`config.mk`:
```
export PLATFORM = sky130hd
export DESIGN_NAME = gbfs_ctrl
export DESIGN_NICKNAME = d
export VERILOG_FILES = /design/src/hdl/gbfs_pkg.sv /design/src/hdl/gbfs_ctrl.sv
export SDC_FILE = /design/constraint.sdc
export NUM_CORES = 1
export LEC_CHECK = 0
export ABC_CLOCK_PERIOD_IN_PS = 1300
export BUFFER_PORTS_ARGS = -buffer_cell sky130_fd_sc_hd__buf_2
export CAP_MARGIN = 10
export CELL_PAD_IN_SITES_DETAIL_PLACEMENT = 1
export CELL_PAD_IN_SITES_GLOBAL_PLACEMENT = 2
export CORE_MARGIN = 3
export CORE_UTILIZATION = 20
export DETAILED_ROUTE_END_ITERATION = 7
export GPL_TIMING_DRIVEN = 0
export PLACE_DENSITY = 0.76
export SYNTH_ARGS = -nofsm -noshare
export SYNTH_HDL_FRONTEND = slang
export SYNTH_SLANG_ARGS = --single-unit
```
`constraint.sdc`:
```
create_clock -name clk_i -period 1.3 [get_ports clk_i]
set_clock_uncertainty 0.05 [all_clocks]
set_input_delay 0.13 -clock clk_i [delete_from_list [all_inputs] [get_ports clk_i]]
set_output_delay 0.13 -clock clk_i [all_outputs]
set_load 0.03 [all_outputs]
```
`src/hdl/gbfs_pkg.sv`:
```
// Shared types and constants for the greedy best-first search block.
`default_nettype none

package gbfs_pkg;

  localparam int NODE_W = 6;
  localparam int VAL_W = 16;
  localparam int CFG_W = 7;
  localparam int OUT_MAX = 64;
  localparam logic [CFG_W-1:0] NODE_COUNT_RST = 7'd64;

  typedef enum logic [1:0] {
    MODE_HEUR   = 2'd0,
    MODE_EDGE   = 2'd1,
    MODE_CLEAR  = 2'd2,
    MODE_SEARCH = 2'd3
  } gbfs_mode_e;

  typedef enum logic [3:0] {
    ST_SWEEP_ALL,
    ST_SWEEP_ADJ,
    ST_IDLE,
    ST_EDGE_WR,
    ST_SCAN,
    ST_EXP_RD,
    ST_EXP_UP,
    ST_TR_WR,
    ST_TR_RD,
    ST_EM_RD,
    ST_EM_OUT,
    ST_FAIL
  } gbfs_state_e;

  typedef struct packed {
    logic accept;
    logic sweep;
    logic sweep_heur;
    logic edge_wr;
    logic scan;
    logic exp_rd;
    logic exp_up;
    logic tr_wr;
    logic tr_rd;
    logic em_rd;
    logic em_next;
    logic show_path;
  } gbfs_cmd_t;

  typedef struct packed {
    logic sweep_done;
    logic ends_ok;
    logic scan_done;
    logic have;
    logic best_is_goal;
    logic at_start;
    logic emit_last;
  } gbfs_sts_t;

endpackage

`default_nettype wire

```
`src/hdl/gbfs_ctrl.sv`:
```
// Controller state machine sequencing loads, clears, the search and the path output.
`default_nettype none

module gbfs_ctrl
  import gbfs_pkg::*;
(
  input  wire logic       clk_i,
  input  wire logic       rst_ni,
  input  wire logic       in_valid_i,
  output logic            in_stall_o,
  input  wire logic [1:0] mode_i,
  output logic            out_valid_o,
  input  wire logic       out_stall_i,
  input  wire gbfs_sts_t  sts_i,
  output gbfs_cmd_t       cmd_o
);

  gbfs_state_e state_q, state_d;

  always_ff @(posedge clk_i or negedge rst_ni) begin
    if (!rst_ni) begin
      state_q <= ST_SWEEP_ALL;
    end else begin
      state_q <= state_d;
    end
  end

  always_comb begin
    state_d = state_q;
    cmd_o = '0;
    in_stall_o = 1'b1;
    out_valid_o = 1'b0;
    unique case (state_q)
      ST_SWEEP_ALL, ST_SWEEP_ADJ: begin
        cmd_o.sweep = 1'b1;
        cmd_o.sweep_heur = (state_q == ST_SWEEP_ALL);
        if (sts_i.sweep_done) begin
          state_d = ST_IDLE;
        end
      end
      ST_IDLE: begin
        in_stall_o = 1'b0;
        if (in_valid_i) begin
          cmd_o.accept = 1'b1;
          unique case (gbfs_mode_e'(mode_i))
            MODE_HEUR:   state_d = ST_IDLE;
            MODE_EDGE:   state_d = ST_EDGE_WR;
            MODE_CLEAR:  state_d = ST_SWEEP_ADJ;
            MODE_SEARCH: state_d = sts_i.ends_ok ? ST_SCAN : ST_FAIL;
            default:     state_d = ST_IDLE;
          endcase
        end
      end
      ST_EDGE_WR: begin
        cmd_o.edge_wr = 1'b1;
        state_d = ST_IDLE;
      end
      ST_SCAN: begin
        cmd_o.scan = 1'b1;
        if (sts_i.scan_done) begin
          priority if (!sts_i.have) begin
            state_d = ST_FAIL;
          end else if (sts_i.best_is_goal) begin
            state_d = ST_TR_WR;
          end else begin
            state_d = ST_EXP_RD;
          end
        end
      end
      ST_EXP_RD: begin
        cmd_o.exp_rd = 1'b1;
        state_d = ST_EXP_UP;
      end
      ST_EXP_UP: begin
        cmd_o.exp_up = 1'b1;
        state_d = ST_SCAN;
      end
      ST_TR_WR: begin
        cmd_o.tr_wr = 1'b1;
        state_d = sts_i.at_start ? ST_EM_RD : ST_TR_RD;
      end
      ST_TR_RD: begin
        cmd_o.tr_rd = 1'b1;
        state_d = ST_TR_WR;
      end
      ST_EM_RD: begin
        cmd_o.em_rd = 1'b1;
        state_d = ST_EM_OUT;
      end
      ST_EM_OUT: begin
        cmd_o.show_path = 1'b1;
        out_valid_o = 1'b1;
        if (!out_stall_i) begin
          if (sts_i.emit_last) begin
            state_d = ST_IDLE;
          end else begin
            cmd_o.em_next = 1'b1;
            state_d = ST_EM_RD;
          end
        end
      end
      ST_FAIL: begin
        out_valid_o = 1'b1;
        if (!out_stall_i) begin
          state_d = ST_IDLE;
        end
      end
      default: state_d = ST_IDLE;
    endcase
  end

endmodule

`default_nettype wire

```
## Word-level counts from Yosys, hierarchy flattened

Index checks and enable logic that the tools add are counted.

| cells by class | value |
|---|---|
| equality and inequality tests | 19 |
| reductions and logical operators | 5 |
| multiplexer cells | 27 |

Operators with widths:

| operator | number |
|---|---|
| 4-bit one-hot mux with 10 select lines | 1 |
| 4-bit two-way mux | 8 |
| 4-bit by 3-bit equality test with 1-bit output, second input constant | 4 |
| 4-bit equality test, second input constant | 4 |
| 4-bit one-hot mux with 4 select lines | 1 |
| 1-bit two-way mux | 14 |
| 2-bit != test, second input constant | 5 |
| 4-bit by 2-bit equality test with 1-bit output, second input constant | 2 |
| 2-bit two-way mux | 3 |
| 5-bit AND reduction | 1 |
| 2-bit equality test, second input constant | 2 |
| 4-bit by 1-bit equality test with 1-bit output, second input constant | 1 |
| 4-bit logical NOT | 1 |
| 2-bit OR reduction | 2 |
| 2-bit by 1-bit equality test with 1-bit output, second input constant | 1 |
| 2-bit logical NOT | 1 |

| word-level totals | value |
|---|---|
| register bits | 4 |
| output and inout bits | 14 |

## Depth between registers and ports, before layout

| depth | value |
|---|---|
| word-level depth | 4 |
| gate-level depth with buffers | 6 |

## Worst setup path after synthesis

Ideal clock, no wire load.

| timing path | value |
|---|---|
| kind | register to output |
| start | reg state_q[2] |
| end | out cmd_o[1] (netlist bit) |
| setup slack | -0.621 ns |
| path buffers | 1 |
| data arrival time | 1.741 ns |
| stages on the path, launching flop included | 4 |
| path through | dfrtp_1 > buf_4 > nand2b_1 > nor4_1 |

RTL lines:

| what | line | source |
|---|---|---|
| start: declaration | gbfs_ctrl.sv:18 | `gbfs_state_e state_q, state_d;` |
| start signal: assignment | gbfs_ctrl.sv:24 | `state_q <= state_d;` |
| end: declaration | gbfs_ctrl.sv:15 | `output gbfs_cmd_t cmd_o` |

## Final worst setup path

| timing path | value |
|---|---|
| start | reg state_q[1] |
| end | reg state_q[1] |

| between the ends | value |
|---|---|
| cells in the longest elaborated chain, start to end | 4 |
| elaborated cells between the ends (all ways) | 19 |
| classes of those cells | eq/ne: 15; mux: 1; reduce/logical: 3 |

RTL lines:

| what | line | source |
|---|---|---|
| 4-bit by 1-bit equality test with 1-bit output or 4-bit logical NOT (tied branches) | gbfs_ctrl.sv:33 | `unique case (state_q)` |
| 2-bit OR reduction | gbfs_ctrl.sv:33 |  |
| 2-bit != test (no source line) | n/a |  |
| 5-bit AND reduction (no source line) | n/a |  |

Parallel ways exist; a longest one is shown, timed or not.
A chain may end at the register's enable or synchronous reset.

==> reports/qor.yml <==
run_status:
  status: "finished, violations left"
  violations: "negative setup slack"
placed_design:
  dp_hpwl_mm: 1.43
  dpl_cell_area_um2: 734
  place_inst: 125
  numPortBuffers: 26
  place.gp.congestion: 0.764
clocking:
  clk_latency_ps: 240
  cts_inserted_buffers: 3
  root_buffer: "clkbuf_4"
  clk_pin_slew_worst_paths_ps: 50
  numClockSinks: 4
  cts_max_path_buffers: 2
  htreeDepth: 1
  cts_tree: "built"
layout:
  area_growth_pct: 135
  fin_cells: 152
  antenna_cells: 0
  reg_top3: "state_q: 4 flops"
  layout_commonest_cell: "buf_4"
  multi_input_area_um2: 554
  top_register: "state_q"
  largest_reg_flops: 4
  nFillCells: 265
  layout-drive-gt1-share_pct: 70.2
  regArea_um2: 104
  fin_util_pct: 52.0
  layout_common_cells: "20 x buf_4, 17 x buf_6, 12 x buf_2, 5 x nor2_4"
  final_area_um2: 1220
  final_nets: 138
power_and_ir_drop:
  ir_worst_vdd_v: 0.00132
  power_leakage_nw: 0.535
  p_total_mw: 2.44
  p_per_area_nw_per_um2: 2000
timing:
  relSlewSlack_pct: 80.7
  drv_slew: 0
  max_freq_mhz: 634
  worst_pin_slew_ps: 289
  hold_viol_final: 0
  layout_setup_ws_ps: -276
  period_needed_ps: 1580
  setup-violations-final: 18
  hold-worst-slack_ps: 164
  grt_setup_unrepaired: "true"
  period_share_pct: 121
drt:
  vias: 778
  via_per_inst: 5.12
  drc: 0
  dr.pass1.iters: 4
  ant_nets: 0
  drt_iter0_drc: 12
  wl_mm: 2.62
  routedWlPerCell_um: 17.3
yosys:
  syn_area_per_cell_um2: 7.28
  seq_area_frac_synth_pct: 19.4
  synth_edf_count: 0
  syn_area_um2: 517
  synth_top_family_by_area: "simple AND/OR/NAND/NOR gates"
  synth.largest_area_cell: "dfrtp_1"
  synth-seq-cells: 4
  postSynthCellCount: 71
  synth_cell_type_count: 35
  async_reset_ff_share_pct: 100
  yosys.area_share.simple_pct: 39.2
  synthMuxAreaShare_pct: 0
  synth_top_area_share_pct: 19.4
  yosys_warnings: 0
  synth_compound_gate_area_share_pct: 31.5
  mappedNetlistNets: 84
  synthXorXnorAreaFrac_pct: 0
  synth_area_leaders: "dfrtp_1 19%, nor3_1 5.8%, nor2_1 5.1%, nand3_1 3.9%, o21ai_0 2.9%"
  synth_fa_ha_area_share_pct: 0
  synth_flop_cell: "dfrtp_1"
critical_path:
  slowest_stage: "dfrtp_2"
  start_kind: "flip-flop"
  worstPathMaxFanout: 9
  critPathBufInv: 1
  slowest_delay_ps: 460
  end_kind: "flip-flop"
  critPathRequiredTime_ps: 1360
  path_class: "reg2reg"
  critical_path.top_delay_family: "compound AO/OA/AOI/OAI gates"
  path_cells: "buf_12 -> nand4b_1 -> o41a_4 -> o21ai_4 -> o32a_1"
  worstPathArrival_ps: 1630
die:
  die_area_um2: 3230
  io_pins: 27
  rows: 17
  die_x_um: 56.8
  coreArea_um2: 2340
  start_util_pct: 22.1
  die_h_um: 56.8
grt:
  grt_pass1_vias: 816
  grt_pass1_wl_mm: 4.05
  grt_max_degree: 11
  grtUsageTotal_pct: 15.9
  overflow: 0
  antenna_found_initial: 0
run:
  maxCapViolCount: 0
hold_path:
  hold_class: "in2reg"
==> cell type report <==
cell class / instances / share of cell area [%]
multi-input combinational: 58 / 45.6
sequential: 4 / 8.54
inverter: 4 / 1.23
tap: 28 / 2.88
timing repair buffer: 49 / 33.6
buffer: 5 / 5.97
clock buffer: 4 / 2.16
==> where the power goes <==
group / switching (mW) / total (mW) / internal (mW)
Clock: 0.0577 / 0.173 / 0.116
Sequential: 0.0720 / 0.241 / 0.169
Combinational: 1.03 / 2.02 / 0.991
Total: 1.16 / 2.44 / 1.28
==> cells in the mapped netlist, types with 2 or more instances <==
library cell,n
inv_1,4
buf_4,2
o31ai_1,2
nor2_1,7
nor4_1,2
a211oi_1,2
a21oi_1,2
buf_2,2
nand2b_1,2
nor2b_1,2
o21ai_0,3
dfrtp_1,4
nand3_1,4
o21ai_1,3
and2_1,2
nor3_1,6
nand2_1,4
==> through the flow <==
stage,worst slack [ps],setup TNS [ps]
4_1_cts,-238,-3050
5_1_grt,-342,-4600
3_5_place_dp,-398,-2090
2_1_floorplan,-182,-1060
3_3_place_gp,-425,-2150
6_report,-276,-3450
==> metal layers <==
layer	track usage [%]	share of wire, %	vias to the layer above
met5	0	0	-
met4	3.97	0.53	0
met3	3.22	3.2	2
met2	27.2	52	29
met1	20.2	44	376
li1	-	-	371
==> kinds of logic after synthesis <==
logic type | count (synthesis)
flip-flops | 4
AO/OA/AOI/OAI | 22
buffers and inverters | 9
AND/OR/NAND/NOR | 36
==> worst paths after layout <==
kind,end,slack (ps),depth (start not counted),start
max,state_q[1],-280,5,state_q[1]
min,state_q[2],160,3,sts_i[4]
max reg2reg,state_q[1],-280,5,state_q[1]
min reg2reg,state_q[2],800,3,state_q[3]
max in group asynchronous,state_q[1],880,2,rst_ni
min in group asynchronous,state_q[3],170,2,rst_ni
==> worst reg2reg max path, delay by kind of cell (launching register included) <==
kind                   cells  cell delay [ps]
AO/OA/AOI/OAI              3              610
flip-flops                 1              460
buffers and inverters      1              170
AND/OR/NAND/NOR            1              150
==> what timing repair did <==
action                                  in CTS  in global routing
endpoints found under the setup margin      18                 18
gates cloned                                 0                  0
pin swaps                                    4                  4
hold endpoints to repair                     4                  0
resized for setup                           54                 16
hold buffers                                 1                  0
buffers inserted                            15                  7
(Power assumes the default switching activity.)
